$ cat src/rtl/core/imm_pkg.sv
// ----------------------------------------------------------------------------
// imm_pkg
// Shared sizes, item codes and controller/datapath link types for the
// integer matrix multiply block.
// ----------------------------------------------------------------------------
package imm_pkg;

	// matrix size and derived widths
	localparam int DIM    = 4;
	localparam int IDX_W  = (DIM > 1) ? $clog2(DIM) : 1;
	localparam int ADDR_W = $clog2(DIM * DIM);
	localparam int DATA_W = 32;

	// input item kinds
	localparam logic ACT_WRITE_B = 1'b0;
	localparam logic ACT_A_ELEM  = 1'b1;

	// commands from controller to datapath
	typedef struct packed {
		logic             load;    // capture an A element
		logic             b_write; // write one B entry from the input
		logic             rd_en;   // issue one multiply-accumulate step
		logic [IDX_W-1:0] j;       // result column for step or emit
	} ctrl_cmd_t;

	// status from datapath to controller
	typedef struct packed {
		logic busy;                // multiply-accumulate steps in flight
	} dp_status_t;

endpackage

$ cat src/rtl/core/imm_datapath.sv
// ----------------------------------------------------------------------------
// imm_datapath
// B store, shared multiplier and row accumulators. Each step reads one B
// entry, multiplies it by the held A element and adds it into one sum.
// ----------------------------------------------------------------------------
module imm_datapath (
	input  logic                             clk,
	input  logic                             arst_n,
	input  imm_pkg::ctrl_cmd_t               cmd,
	output imm_pkg::dp_status_t              status,
	input  logic [1:0]                       row_index,
	input  logic [1:0]                       col_index,
	input  logic signed [imm_pkg::DATA_W-1:0] value,
	output logic signed [imm_pkg::DATA_W-1:0] product_value
);
	import imm_pkg::*;

	logic [DATA_W-1:0] b_mem [DIM*DIM];
	logic [DATA_W-1:0] a_val_q;
	logic [IDX_W-1:0]  k_q;
	logic [ADDR_W-1:0] wr_addr;
	logic [ADDR_W-1:0] rd_addr;
	logic              wr_in_range;

	logic              v_s1;
	logic [IDX_W-1:0]  j_s1;
	logic [DATA_W-1:0] b_rd_s1;
	logic              v_s2;
	logic [IDX_W-1:0]  j_s2;
	logic [DATA_W-1:0] prod_s2;
	logic [DATA_W-1:0] acc_q [DIM];

	// address generation
	assign wr_in_range = (int'(row_index) < DIM) && (int'(col_index) < DIM);
	assign wr_addr = ADDR_W'(int'(row_index) * DIM + int'(col_index));
	assign rd_addr = ADDR_W'(int'(k_q) * DIM + int'(cmd.j));

	// b store, undefined until written
	always_ff @(posedge clk) begin
		if (cmd.b_write && wr_in_range) begin
			b_mem[wr_addr] <= value;
		end
		if (cmd.rd_en) begin
			b_rd_s1 <= b_mem[rd_addr];
		end
	end

	// held a element and its column
	always_ff @(posedge clk) begin
		if (cmd.load) begin
			a_val_q <= value;
			k_q     <= IDX_W'(col_index);
		end
	end

	// step pipeline control
	always_ff @(posedge clk or negedge arst_n) begin
		if (!arst_n) begin
			v_s1 <= 1'b0;
			v_s2 <= 1'b0;
		end else begin
			v_s1 <= cmd.rd_en;
			v_s2 <= v_s1;
		end
	end

	// multiply stage, low 32 bits of the product
	always_ff @(posedge clk) begin
		j_s1 <= cmd.j;
		if (v_s1) begin
			prod_s2 <= DATA_W'(a_val_q * b_rd_s1);
			j_s2    <= j_s1;
		end
	end

	// row accumulators: cleared when a column 0 element is taken
	always_ff @(posedge clk or negedge arst_n) begin
		if (!arst_n) begin
			for (int i = 0; i < DIM; i++) begin
				acc_q[i] <= '0;
			end
		end else if (cmd.load && (col_index == 2'd0)) begin
			for (int i = 0; i < DIM; i++) begin
				acc_q[i] <= '0;
			end
		end else if (v_s2) begin
			acc_q[j_s2] <= acc_q[j_s2] + prod_s2;
		end
	end

	assign status.busy   = v_s1 | v_s2;
	assign product_value = acc_q[cmd.j];

endmodule

$ cat src/rtl/core/imm_ctrl.sv
// ----------------------------------------------------------------------------
// imm_ctrl
// Sequencer: takes items, steps the datapath through the DIM result columns
// of an A element and presents a finished row one result at a time.
// ----------------------------------------------------------------------------
module imm_ctrl (
	input  logic                      clk,
	input  logic                      arst_n,
	input  logic                      in_valid,
	input  logic                      action,
	input  logic [1:0]                col_index,
	output logic                      in_stall,
	output logic                      out_valid,
	input  logic                      out_stall,
	output logic [1:0]                result_col,
	output logic                      row_done,
	output imm_pkg::ctrl_cmd_t        cmd,
	input  imm_pkg::dp_status_t       status
);
	import imm_pkg::*;

	localparam logic [1:0] ST_IDLE  = 2'd0;
	localparam logic [1:0] ST_RUN   = 2'd1;
	localparam logic [1:0] ST_FLUSH = 2'd2;
	localparam logic [1:0] ST_EMIT  = 2'd3;

	localparam logic [IDX_W-1:0] LAST_J = IDX_W'(DIM - 1);

	logic [1:0]       state_q;
	logic [IDX_W-1:0] cnt_q;
	logic             last_q;
	logic             in_xfer;
	logic             a_ok;

	assign in_xfer = in_valid && !in_stall;
	assign a_ok    = (action == ACT_A_ELEM) && (int'(col_index) < DIM);

	// state and step counter
	always_ff @(posedge clk or negedge arst_n) begin
		if (!arst_n) begin
			state_q <= ST_IDLE;
			cnt_q   <= '0;
			last_q  <= 1'b0;
		end else begin
			case (state_q)
				ST_IDLE: begin
					cnt_q <= '0;
					if (in_xfer && a_ok) begin
						state_q <= ST_RUN;
						last_q  <= (int'(col_index) == DIM - 1);
					end
				end
				ST_RUN: begin
					if (cnt_q == LAST_J) begin
						cnt_q   <= '0;
						state_q <= ST_FLUSH;
					end else begin
						cnt_q <= cnt_q + 1'b1;
					end
				end
				ST_FLUSH: begin
					if (!status.busy) begin
						state_q <= last_q ? ST_EMIT : ST_IDLE;
					end
				end
				ST_EMIT: begin
					if (!out_stall) begin
						if (cnt_q == LAST_J) begin
							cnt_q   <= '0;
							state_q <= ST_IDLE;
						end else begin
							cnt_q <= cnt_q + 1'b1;
						end
					end
				end
				default: begin
					state_q <= ST_IDLE;
				end
			endcase
		end
	end

	// datapath commands
	assign cmd.load    = in_xfer && a_ok;
	assign cmd.b_write = in_xfer && (action == ACT_WRITE_B);
	assign cmd.rd_en   = (state_q == ST_RUN);
	assign cmd.j       = cnt_q;

	// handshakes and result tags
	assign in_stall   = (state_q != ST_IDLE);
	assign out_valid  = (state_q == ST_EMIT);
	assign result_col = 2'(cnt_q);
	assign row_done   = (cnt_q == LAST_J);

endmodule

$ cat src/rtl/core/integer_matrix_multiply.sv
// ----------------------------------------------------------------------------
// integer_matrix_multiply
// Square integer matrix product C = A*B, one result row per A row.
// ----------------------------------------------------------------------------
// Usage:
//   Input channel (in_valid/in_stall) carries action, row_index, col_index and
//   value. With action 0 a transfer writes B[row_index][col_index]; write
//   every B entry before streaming A. With action 1 a transfer delivers A
//   element k = col_index of the current row; column 0 restarts the sums.
//   An A element is worked in DIM steps of the single shared
//   multiply-accumulate (one B read, one multiply, one add per result
//   column), followed by the read and multiply pipeline drain.
//   After the element at column DIM-1 the output channel (out_valid/out_stall)
//   presents the DIM sums of the row in column order, one per cycle when not
//   stalled; row_done marks the last. In stays stalled until the row is taken.
//   A stalled result holds its value until transferred.
//   Reset clears the sums and returns to idle; the B store keeps no reset.
// ----------------------------------------------------------------------------
module integer_matrix_multiply (
	input  logic                              clk,
	input  logic                              arst_n,
	input  logic                              in_valid,
	output logic                              in_stall,
	input  logic                              action,
	input  logic [1:0]                        row_index,
	input  logic [1:0]                        col_index,
	input  logic signed [imm_pkg::DATA_W-1:0] value,
	output logic                              out_valid,
	input  logic                              out_stall,
	output logic signed [imm_pkg::DATA_W-1:0] product_value,
	output logic [1:0]                        result_col,
	output logic                              row_done
);
	import imm_pkg::*;

	ctrl_cmd_t  cmd;
	dp_status_t status;

	// sequencer
	imm_ctrl u_ctrl (
		.clk        (clk),
		.arst_n     (arst_n),
		.in_valid   (in_valid),
		.action     (action),
		.col_index  (col_index),
		.in_stall   (in_stall),
		.out_valid  (out_valid),
		.out_stall  (out_stall),
		.result_col (result_col),
		.row_done   (row_done),
		.cmd        (cmd),
		.status     (status)
	);

	// store, multiplier and sums
	imm_datapath u_dp (
		.clk           (clk),
		.arst_n        (arst_n),
		.cmd           (cmd),
		.status        (status),
		.row_index     (row_index),
		.col_index     (col_index),
		.value         (value),
		.product_value (product_value)
	);

endmodule

$ cat config.mk
export PLATFORM = sky130hd
export DESIGN_NAME = integer_matrix_multiply
export DESIGN_NICKNAME = d
export VERILOG_FILES = /design/src/rtl/core/imm_pkg.sv /design/src/rtl/core/imm_datapath.sv /design/src/rtl/core/imm_ctrl.sv /design/src/rtl/core/integer_matrix_multiply.sv
export SDC_FILE = /design/constraint.sdc
export NUM_CORES = 2
export LEC_CHECK = 0
export BUFFER_PORTS_ARGS = -buffer_cell sky130_fd_sc_hd__buf_2
export CAP_MARGIN = 20
export CORE_MARGIN = 2
export CORE_UTILIZATION = 50
export DETAILED_ROUTE_END_ITERATION = 10
export HOLD_SLACK_MARGIN = 0.08
export PLACE_DENSITY_LB_ADDON = 0.12
export SYNTH_ARGS = -nofsm -noshare
export SYNTH_HDL_FRONTEND = slang
export SYNTH_HIERARCHICAL = 1
export SYNTH_SLANG_ARGS = --single-unit
$ cat constraint.sdc
create_clock -name clk -period 7.81 [get_ports clk]
set_clock_uncertainty 0.1 [all_clocks]
set_input_delay 1.1715 -clock clk [delete_from_list [all_inputs] [get_ports clk]]
set_output_delay 1.1715 -clock clk [all_outputs]
set_load 0.05 [all_outputs]
==> impl_results.md <==
- Outcome: finished clean
- Area Overhead vs Synth: 11.5%
- Initial Utilization: 0.502
- Antenna violations before repair: 12
- Worst Path Max Fanout: 11
- Number of global-route vias before repair: just under 30k
- Slew Limit Fails: 0
- Top routing layer in use: met5
- Total grt overflow: 0
- Share of cells above drive strength 1: 0.174
- Post-synth EDFFs: 612
- Htree depth: 3
- Mean post-synth cell area: 13.6 um^2
- Yosys Warn Count: 6
- Crit-path most repeated cell: fa_1
- Drt first-iter violations: roughly 2.3k
- CP Cell Sequence: and2_1 -> fa_1 -> fa_1 -> inv_1 -> fa_1 -> fa_1 -> fa_1 -> inv_1 -> fa_1 -> fa_1 -> fa_1 -> ha_1 -> nand2_1 -> or2_1 -> or3b_1 -> a21oi_2 -> o221ai_1 -> o21ai_1 -> a31oi_1 -> xnor2_1
- Worst slew margin: 0.263
- Final setup fails: 0
- Slew @ Worst Pin: about 1.1 ns
- CTS max path bufs: 3
- Critical path class: register to register
- Arr. time, crit path: 7.84 ns
- Clk slew on worst S/H paths: 0.07 ns
- CTS buffer count: 81
- Final GP Congestion: ~0.9
- Mux cell area share after synthesis: 0.109
- Post-synthesis compound-gate area fraction: 0.0429
- Site row count: 112
- Crit-path slowest cell: edfxtp_1
- Crit start category: register
- Final net count: approximately 4.2k
- Commonest non-fill, non-tap cell in the layout: edfxtp_1
- DR vias: 27.9k
- Synth Area in Simple Gates: 0.0973
- Core area: 92,900 um^2
- 1st-pass router iterations: 6
- Largest net degree at the start of global routing: 102
- Req. time, crit path: about 8.1 ns
- DIE AREA: around 96,000 um^2
- Post-route DRC: 0
- Most used flip-flop cell after synthesis: edfxtp_1
- FFs w/ async S/R, synth: 0.180
- Met2 Wirelength: approximately 60,000 um
- Die Wd: roughly 310 um
- Die Y: roughly 310 um
- Most frequent cells in the layout: edfxtp_1 (612), fa_1 (409), inv_1 (393)
- CP Capture Type: register
- Final period util: 0.965
- Port bufs: between 70 and 80
- Gate count of the mapped netlist: 3,434
- FF+latch count, synth: 749
- Sequential fraction of the synthesis area: 0.467
- CTS tree: yes
- Hold slack final: 0.305 ns
- FMAX: about 130 MHz
- HPWL after DPL: 81,000 um
- First-pass GRT wire length: ~180,000 um
- Hold/Removal Path Class: register to register
- Library cells used by synthesis: 89
- DR WL/cell: 24.5 um
- # IOs: 78
- M1 WL: 49,800 um
- Clock Latency Late Sink: 0.67 ns
- Clock Sinks: 749
- Adder-cell share of the synthesized area: 0.217
- GRT Overall Usage: 0.255
- Min Tclk post-route: 7.54 ns
- Count of final hold-check violations: 0
- ANT nets after route: 0
- Vias/cell: ~5.7
- Maxcap violations: 0
- Cts hold-fix bufs: 0
- Combinational family with the most area after synthesis: adder cells
- Mapped Area: 46,700 um^2
- Syn nets: just over 4k
- Routed Wire Length: 119,000 um
- Xor and xnor area share after synthesis: 0.0204
- DR WL met3: a little over 6000 um
- Root Buffer: clkbuf_16
- Max stage delay on crit path: ~0.79 ns
per-layer routing:
metal  GRT usage  vias to the layer above
li1            -                    12100
met4      0.0820                       12
met3      0.0357                      195
met1       0.347                    14800
met2       0.427                      793
met5           0                        -
critical path: cells and delay by family (launching register included):
| kind | cells | cell delay [ns] |
|---|---|---|
| buf+inv | 2 | 0.10 |
| fa+ha+maj | 9 | 4.29 |
| xor+xnor | 1 | 0.19 |
| compound gates | 4 | 0.88 |
| flops | 1 | 0.79 |
| simple gates | 4 | 0.94 |
logic make-up (layout without fill, tap and decap cells):
kind of cell,after synthesis,in the layout
mux,226,226
buf+inv,572,762
compound gates,299,299
other cells,0,2
fa+ha+maj,564,564
flops,749,749
xor+xnor,105,105
simple gates,919,919
sequential cells by signal (all words and copies together), names as in the netlist, 2 cells and up:
name               cells
u_dp/prod_s2          32
u_dp/b_mem           512
u_dp/j_s1              2
u_ctrl/state_q         2
u_dp/a_val_q          32
u_dp/k_q               2
u_ctrl/result_col      2
u_dp/j_s2              2
u_dp/b_rd_s1          32
u_dp/acc_q           128
layout make-up:
class                      count  area, um^2
fill                        7412       40900
timing repair buffer         220        1670
clock buffer                 107        2220
multi-input combinational   2113       22800
antenna                        2        5.00
tap                         1254        1570
inverter                     393        1480
clock inverter                42         468
sequential                   749       21800
stage by stage:
| stage | instance area [um^2] | worst slack (ns) | instances | util | TNS (ns) |
|---|---|---|---|---|---|
| 3_3_place_gp | 48700 | 0.0699 | 4671 | 0.525 | 0 |
| 3_5_place_dp | 48700 | -0.0636 | 4671 | 0.525 | -0.105 |
| 5_1_grt | 52000 | -0.000921 | 4880 | 0.560 | -0.000921 |
| 6_report | 52000 | 0.271 | 4880 | 0.560 | 0 |
| 4_1_cts | 51500 | 0.00156 | 4827 | 0.554 | 0 |
| 2_1_floorplan | 46700 | 0.810 | 3434 | - | 0 |
final timing paths:
kind / start / endpoint / slack (ns) / depth (start not counted)
setup / recovery: u_dp/b_rd_s1[15]$_DFFE_PP_ / u_dp/prod_s2[31]$_DFFE_PP_ / 0.27 / 20
hold / removal: u_dp/j_s1[0]$_DFF_P_ / u_dp/j_s2[0]$_DFFE_PP_ / 0.31 / 0
setup reg to reg: u_dp/b_rd_s1[15]$_DFFE_PP_ / u_dp/prod_s2[31]$_DFFE_PP_ / 0.27 / 20
hold reg to reg: u_dp/j_s1[0]$_DFF_P_ / u_dp/j_s2[0]$_DFFE_PP_ / 0.31 / 0
max in group asynchronous: arst_n / u_dp/acc_q[29]$_DFFE_PN0P_ / 6.17 / 3
min in group asynchronous: arst_n / u_dp/acc_q[38]$_DFFE_PN0P_ / 0.38 / 1
Yosys cell counts (3+ instances only):
cell      instances  area, um^2
edfxtp_1        612       18400
fa_1            409        8190
inv_1           393        1480
nand2_1         374        1400
and2_1          330        2060
mux4_2          224        5040
ha_1            155        1940
clkbuf_1        141         529
dfrtp_1         135        3380
a21oi_1         133         666
nor2_1          111         417
xnor2_1          81         709
o21ai_0          35         175
nand3_1          27         135
xor2_1           21         184
nor3_1           19        95.1
buf_1            17        63.8
a22o_1           16         140
a21o_1           15         113
buf_2            14        70.1
o21a_1           14         105
nand2b_1         11        68.8
a211oi_1          8        60.1
o21bai_1          8        60.1
o31ai_1           8        60.1
or3_1             8        50.1
a211oi_2          7        87.6
nor2b_1           6        37.5
a31oi_1           5        31.3
and3_1            5        31.3
buf_4             5        37.5
or2_2             4        25.0
a211o_1           3        26.3
o21ai_1           3        15.0
o221ai_1          3        26.3
timing repair:
action	in CTS	in global routing
setup endpoints to repair	2	2
buffers inserted	7	49
resized for setup	0	1
pin swaps	0	0
endpoints found under the hold margin	0	0
Power is left out: the tool's default activity adds up to more than one toggle a clock period on the data nets, which glitch-free logic cannot reach.
